## config.mk

```make
export PLATFORM = sky130hd
export DESIGN_NAME = dht_ctrl
export DESIGN_NICKNAME = d
export VERILOG_FILES = /design/src/hw/rtl/dht_pkg.sv /design/src/hw/rtl/dht_ctrl.sv
export SDC_FILE = /design/constraint.sdc
export NUM_CORES = 1
export LEC_CHECK = 0
export BUFFER_PORTS_ARGS = -buffer_cell sky130_fd_sc_hd__buf_2
export CAP_MARGIN = 20
export CORE_AREA = 3 3 40 42
export CTS_CLUSTER_DIAMETER = 150
export DETAILED_ROUTE_END_ITERATION = 7
export DIE_AREA = 0 0 43 45
export GPL_ROUTABILITY_DRIVEN = 0
export GPL_TIMING_DRIVEN = 0
export PLACE_DENSITY_LB_ADDON = 0.25
export SKIP_LAST_GASP = 1
export SLEW_MARGIN = 10
export SYNTH_ARGS = -nofsm -noshare
export SYNTH_HDL_FRONTEND = slang
export SYNTH_SLANG_ARGS = --single-unit
export TNS_END_PERCENT = 10
```

## constraint.sdc

```tcl
create_clock -name clk -period 2.5 [get_ports clk]
set_clock_uncertainty 0.15 [all_clocks]
set_input_delay 0.25 -clock clk [delete_from_list [all_inputs] [get_ports clk]]
set_output_delay 0.25 -clock clk [all_outputs]
set_load 0.02 [all_outputs]
```

## src/hw/rtl/dht_pkg.sv

```systemverilog
`timescale 1ns / 1ps

package dht_pkg;

	// default sizes
	localparam int TABLE_DEPTH_DEF = 1024;
	localparam int HANDLE_BITS_DEF = 64;

	// fixed field widths
	localparam int DESC_W = 11;
	localparam int CMD_W  = 2;
	localparam int STAT_W = 2;

	// command codes
	localparam logic [CMD_W-1:0] CMD_GET    = 2'd0;
	localparam logic [CMD_W-1:0] CMD_ADD    = 2'd1;
	localparam logic [CMD_W-1:0] CMD_REMOVE = 2'd2;

	// status codes
	localparam logic [STAT_W-1:0] STAT_OK      = 2'd0;
	localparam logic [STAT_W-1:0] STAT_BADARG  = 2'd1;
	localparam logic [STAT_W-1:0] STAT_MISSING = 2'd2;
	localparam logic [STAT_W-1:0] STAT_FULL    = 2'd3;

	// controller states
	typedef enum logic [1:0] {
		ST_CLEAR,
		ST_IDLE,
		ST_EXEC,
		ST_DONE
	} state_t;

	// controller to datapath
	typedef struct packed {
		logic clr_step;
		logic load_in;
		logic exec;
		logic load_out;
	} dp_cmd_t;

	// datapath to controller
	typedef struct packed {
		logic clr_last;
	} dp_stat_t;

endpackage

```

## src/hw/rtl/dht_ctrl.sv

```systemverilog
`timescale 1ns / 1ps

module dht_ctrl
	import dht_pkg::*;
(
	input  logic     clk,
	input  logic     arst_n,
	input  logic     in_valid,
	output logic     in_stall,
	output logic     out_valid,
	input  logic     out_stall,
	output dp_cmd_t  cmd_o,
	input  dp_stat_t stat_i
);

	state_t state_q;
	state_t state_nxt;
	logic   out_valid_q;

	// state register
	always_ff @(posedge clk or negedge arst_n) begin
		if (!arst_n) begin
			state_q <= ST_CLEAR;
		end else begin
			state_q <= state_nxt;
		end
	end

	// next state and commands
	always_comb begin
		state_nxt = state_q;
		cmd_o     = '0;
		case (state_q)
			ST_CLEAR: begin
				cmd_o.clr_step = 1'b1;
				if (stat_i.clr_last) begin
					state_nxt = ST_IDLE;
				end
			end
			ST_IDLE: begin
				if (in_valid) begin
					cmd_o.load_in = 1'b1;
					state_nxt     = ST_EXEC;
				end
			end
			ST_EXEC: begin
				cmd_o.exec = 1'b1;
				state_nxt  = ST_DONE;
			end
			ST_DONE: begin
				if (!out_valid_q || !out_stall) begin
					cmd_o.load_out = 1'b1;
					state_nxt      = ST_IDLE;
				end
			end
			default: begin
				state_nxt = ST_CLEAR;
			end
		endcase
	end

	// output word valid flag
	always_ff @(posedge clk or negedge arst_n) begin
		if (!arst_n) begin
			out_valid_q <= 1'b0;
		end else if (cmd_o.load_out) begin
			out_valid_q <= 1'b1;
		end else if (!out_stall) begin
			out_valid_q <= 1'b0;
		end
	end

	assign in_stall  = (state_q != ST_IDLE);
	assign out_valid = out_valid_q;

endmodule

```

==> flow_metrics.env, run 1 <==
export IMPL_holdCritStartpoint="out_stall"
export IMPL_cts_tree="yes"
export IMPL_start_util_pct=17.3
export IMPL_reg2regPathDepth=5
export IMPL_rows=13
export IMPL_clkLatencyLatePin_ns=0.24
export IMPL_drv_cap=0
export IMPL_async_flop_share_pct=100
export IMPL_yosys_area_top_type_share_pct=33.7
export IMPL_critPathArrivalTime_ns=1.21
export IMPL_wl_per_cell_um=9.02
export IMPL_clock_sinks=3
export IMPL_nets=43
export IMPL_synth_edf_count=0
export IMPL_numCtsBuffers=3
export IMPL_clock_root_buffer="clkbuf_4"
export IMPL_finalNonFillerCells=48
export IMPL_cts_resized=0
export IMPL_dp_cells=43
export IMPL_p_switching_uw=201
export IMPL_hold_depth=2
export IMPL_slew_headroom_pct=87.2
export IMPL_power_density_nw_per_um2=1390
export IMPL_min_period_ns=1.61
export IMPL_ys_types=11
export IMPL_htreeDepth=1
export IMPL_yosys_warnings=0
export IMPL_reg2reg_to="state_q[1]"
export IMPL_yosysSeqAreaShare_pct=33.7
export IMPL_ir_worst_vdd_mv=0.466
export IMPL_fp_dieW_um=43
export IMPL_layout_drive_gt1_share_pct=51.5
export IMPL_dr_total_vias=180
export IMPL_via_per_inst=3.75
export IMPL_fp_dieH_um=45
export IMPL_synth_most_common_cell="ha_1"
export IMPL_multi_input_area_um2=133
export IMPL_synth_area_leaders="dfrtp_1 (34%), ha_1 (22%), o221ai_4 (12%)"
export IMPL_register_area_um2=75.1
export IMPL_dp_hpwl_um=353
export IMPL_criticalPathCategory="reg2out"
export IMPL_drtAntennaViolNets=0
export IMPL_end_kind="primary output"
export IMPL_crit_fanout=4
export IMPL_p_sw_share_pct=44.1
export IMPL_gr_total_overflow=0
export IMPL_fill_cells=142
export IMPL_rsz0062_at_grt="no"
export IMPL_firstDrtPassIters=3
export IMPL_grt_util_all_layers_pct=4.84
export IMPL_grt_first_pass_wirelength_um=655
export IMPL_comb_power_share_pct=59.0
export IMPL_critPathLaunchType="flop"
export IMPL_setup_viol=0
export IMPL_synth_avg_cell_area_um2=12.4
export IMPL_synth_commonest_cells="ha_1 (4), dfrtp_1 (3), inv_1 (3)"
export IMPL_syn_area_um2=223
export IMPL_fin_area_um2=328
export IMPL_rrSetupSlack_ns=0.97
export IMPL_ys_seq_elements=3
export IMPL_antenna_found_initial=0
export IMPL_hold_violations=0
export IMPL_max_freq_ghz=0.622
export IMPL_fin_crit_sh_pct=64.4
export IMPL_clk_pin_slew_ns=0.04
export IMPL_synthFlopType="dfrtp_1"
export IMPL_syn_num_nets=27
export IMPL_tightest_slew_ns=0.193
export IMPL_cts_buffer_depth=2
export IMPL_seqPwrFrac_pct=22.0
export IMPL_drt_wl_total_um=433
export IMPL_setup_tns_ns=0
export IMPL_status="completed"
export IMPL_clkPwrFrac_pct=19.0
export IMPL_drc_errors=0
export IMPL_hold_slack_ns=0.114
export IMPL_insertedDiodeCount=0
export IMPL_whs_endpoint="out_valid"
export IMPL_post_cts_setup_buffer_count=0
export IMPL_area_delta_synth_final_pct=47.2
export IMPL_power_leakage_nw=0.175
export IMPL_rr_startpoint="state_q[0]"
export IMPL_p_int_uw=254
export IMPL_crit_required_ns=2.10
export IMPL_dpl_instance_area_um2=292
export IMPL_numPortBuffers=10
export IMPL_synth_cells=18
export IMPL_yosysTopAreaCell="dfrtp_1"
export IMPL_grt_max_degree=5
export IMPL_core_um2=1280
export IMPL_grt_pass1_vias=165
export IMPL_dieArea_um2=1940
export IMPL_drt_iter0_drc=3
export IMPL_hp_class="in2reg"
export IMPL_io_pins=11
export IMPL_slew_violations=0
-- layout by cell type, fill, tap and decap left out, types with 3 or more instances in the layout --
master / instances
inv_1: 3
ha_1: 4
buf_2: 10
dfrtp_1: 3
clkbuf_4: 3
-- cells by family after synthesis --
kind of cell / after synthesis / synth area share (%)
mux: 2 / 11.2
compound gates: 3 / 18.5
buf+inv: 4 / 6.74
fa+ha+maj: 4 / 22.5
flops: 3 / 33.7
simple gates: 2 / 7.31
-- power groups by stage --
stage,sequential (mW),clock (mW),combinational (mW)
6_report,0.100,0.0863,0.268
5_1_grt,0.102,0.0945,0.299
4_1_cts,0.0995,0.0907,0.275
3_5_place_dp,0.100,0,0.273
3_3_place_gp,0.0993,0,0.270
2_1_floorplan,0.106,0,0.198
-- flip-flops by register name, summed over array words and instances (netlist names) --
signal and count:
state_q 2, out_valid 1
-- critical path, cell delays in order (launching register included) --
cell and delay [ns]:
dfrtp_1 0.40, inv_1 0.10, ha_1 0.20, and2_1 0.13, buf_2 0.15
-- metrics by stage --
| stage | utilization, % | worst slack, ns | power (mW) |
|---|---|---|---|
| final | 25.5 | 0.891 | 0.455 |
| after global routing | 25.5 | 0.811 | 0.495 |
| after floorplan | - | 0.848 | 0.304 |
| after detailed placement | 22.7 | 0.959 | 0.373 |
| after global placement | 22.7 | 0.966 | 0.369 |
| after CTS | 25.5 | 0.885 | 0.466 |
-- worst max path at each step --
stage / slack [ns] / end / from
floorplan: 0.85 / state_q[1] / state_q[0]
CTS: 0.88 / cmd_o[2] / state_q[1]
global route: 0.81 / cmd_o[2] / state_q[1]
detailed placement: 0.96 / state_q[1] / state_q[0]
finish: 0.89 / cmd_o[2] / state_q[1]
global placement: 0.97 / state_q[1] / state_q[0]
-- layout make-up --
type | count | area share (%)
multi-input combinational | 11 | 40.5
sequential | 3 | 22.9
timing repair buffer | 11 | 18.3
clock buffer | 4 | 8.02
tap | 15 | 5.73
inverter | 4 | 4.58
-- repair_timing --
action | 4_1_cts | 5_1_grt
hold buffers | 1 | 0
hold endpoints to repair | 3 | 0
endpoints found under the setup margin | 0 | 0
-- layer usage --
layer	GRT usage, %	part of all wire (%)	vias up
met1	6.31	49	80
li1	-	-	89
met4	3.61	0	0
met2	5.69	36	11
met3	2.79	15	0
met5	0	0	-
(Power assumes the default switching activity.)
==> inputs of run 2 (changes only) <==
==> constraint.sdc (replaced) <==
create_clock -name clk -period 1.61 [get_ports clk]
set_clock_uncertainty 0.15 [all_clocks]
set_input_delay 0.161 -clock clk [delete_from_list [all_inputs] [get_ports clk]]
set_output_delay 0.161 -clock clk [all_outputs]
set_load 0.02 [all_outputs]
==> flow_metrics.env, run 2 (synthesis gave the netlist of run 1 again) <==
export IMPL_drt_iter0_drc=0
export IMPL_crit_fanout=3
export IMPL_drv_cap=0
export IMPL_numPortBuffers=10
export IMPL_nets=44
export IMPL_largest_reg_flops=2
export IMPL_final_util_pct=26.3
export IMPL_rows=13
export IMPL_min_period_ns=1.51
export IMPL_fin_crit_sh_pct=94.0
export IMPL_tightest_slew_ns=0.210
export IMPL_cts_buffer_depth=2
export IMPL_grt_first_pass_wirelength_um=759
export IMPL_area_delta_synth_final_pct=51.7
export IMPL_drtAntennaViolNets=0
export IMPL_slew_violations=0
export IMPL_drt_wl_total_um=466
export IMPL_setup_viol=0
export IMPL_crit_required_ns=1.57
export IMPL_holdCritStartpoint="out_stall"
export IMPL_fp_dieH_um=45
export IMPL_power_density_nw_per_um2=2170
export IMPL_clk_pin_slew_ns=0.04
export IMPL_whs_endpoint="out_valid"
export IMPL_critPathLaunchType="flop"
export IMPL_reg2regPathDepth=5
export IMPL_grt_pass1_vias=198
export IMPL_ir_worst_vdd_mv=0.633
export IMPL_critical_path_slowest_cell="dfrtp_1"
export IMPL_clock_sinks=3
export IMPL_power_leakage_nw=0.176
export IMPL_status="completed"
export IMPL_start_util_pct=17.3
export IMPL_final_common_cell="buf_2"
export IMPL_max_stage_delay_ns=0.40
export IMPL_htreeDepth=1
export IMPL_fill_cells=144
export IMPL_slew_headroom_pct=86.0
export IMPL_end_kind="flop"
export IMPL_layout_drive_gt1_share_pct=58.8
export IMPL_setup_tns_ns=0
export IMPL_core_um2=1280
export IMPL_hold_depth=2
export IMPL_top_register="state_q"
export IMPL_via_per_inst=3.67
export IMPL_crit_chain="inv_2 > ha_2 > inv_1 > o221ai_4 > mux2_4"
export IMPL_fp_dieW_um=43
export IMPL_grt_max_degree=5
export IMPL_dieArea_um2=1940
export IMPL_rr_startpoint="state_q[0]"
export IMPL_dr_total_vias=180
export IMPL_antenna_found_initial=0
export IMPL_clkLatencyLatePin_ns=0.23
export IMPL_final_cell_mix="buf_2 (10), ha_1 (3), clkbuf_4 (3), dfrtp_1 (3)"
export IMPL_rsz0062_at_grt="no"
export IMPL_critPathArrivalTime_ns=1.47
export IMPL_reg2reg_to="state_q[1]"
export IMPL_rrSetupSlack_ns=0.1
export IMPL_insertedDiodeCount=0
export IMPL_io_pins=11
export IMPL_wl_per_cell_um=9.51
export IMPL_clock_root_buffer="clkbuf_4"
export IMPL_hp_class="in2reg"
export IMPL_hold_violations=0
export IMPL_grt_util_all_layers_pct=5.85
export IMPL_criticalPathCategory="reg2reg"
export IMPL_cts_tree="yes"
export IMPL_drc_errors=0
export IMPL_max_freq_ghz=0.661
export IMPL_gr_total_overflow=0
export IMPL_numCtsBuffers=3
export IMPL_firstDrtPassIters=1
-- run 2: changes by cell type in the layout (fill, tap and decap cells not counted) --
cell / change
ha_2: +1
inv_1: -1
inv_2: +1
buf_4: +1
ha_1: -1
-- run 2: worst max-delay path by stage --
stage                     slack, ns  cells past startpoint         end       start
after floorplan                0.02                      5  state_q[1]  state_q[0]
after global routing          0.002                      5  state_q[1]  state_q[1]
final                           0.1                      5  state_q[1]  state_q[0]
after detailed placement       0.05                      5  state_q[1]  state_q[0]
after global placement         0.07                      5  state_q[1]  state_q[0]
after CTS                      0.04                      5  state_q[1]  state_q[0]
-- run 2: routing by layer --
metal	track usage (%)	routed length, µm
met2	9.28	207
met1	5.35	201
met4	5.42	0
met3	3.19	57
met5	0	0
-- run 2: layout make-up --
class                           instances  area [µm²]  area share [%]
Tap cell                               15        18.8            5.56
Timing Repair Buffer                   12        67.6            20.0
Inverter                                4        15.0            4.44
Clock buffer                            4        26.3            7.78
Multi-Input combinational cell         11         135            40.0
Sequential cell                         3        75.1            22.2
-- run 2: stage by stage --
| step | std cells | power (mW) | hold slack (ns) | instance area, µm² | setup slack (ns) |
|---|---|---|---|---|---|
| after global routing | 49 | 0.802 | 0.0413 | 338 | 0.00182 |
| after global placement | 43 | 0.576 | -0.193 | 294 | 0.0738 |
| after floorplan | 18 | 0.477 | -0.285 | 225 | 0.0188 |
| after CTS | 48 | 0.732 | 0.0303 | 330 | 0.0395 |
| after detailed placement | 43 | 0.588 | -0.192 | 294 | 0.0459 |
| final | 49 | 0.734 | 0.0370 | 338 | 0.0967 |
-- run 2: critical path, delay by kind of cell, from the launching register on --
| family | cells | cell delay [ns] |
|---|---|---|
| DFF | 1 | 0.40 |
| buffers and inverters | 2 | 0.14 |
| adders and majority gates | 1 | 0.17 |
| AOI/OAI and AO/OA | 1 | 0.20 |
| muxes | 1 | 0.32 |
-- run 2: timing repair --
| item | 4_1_cts | 5_1_grt |
|---|---|---|
| setup endpoints to repair | 0 | 2 |
| hold endpoints to repair | 3 | 0 |
| buffers inserted | 0 | 1 |
| gates resized for setup | 0 | 1 |
| hold buffers | 1 | 0 |
-- run 2: power breakdown --
| part | internal [mW] | switching, mW | leakage (nW) | total, mW |
|---|---|---|---|---|
| clock network | 0.0927 | 0.0366 | 0.0150 | 0.129 |
| registers | 0.116 | 0.0386 | 0.0341 | 0.155 |
| logic | 0.203 | 0.246 | 0.127 | 0.449 |
| total | 0.412 | 0.321 | 0.176 | 0.734 |
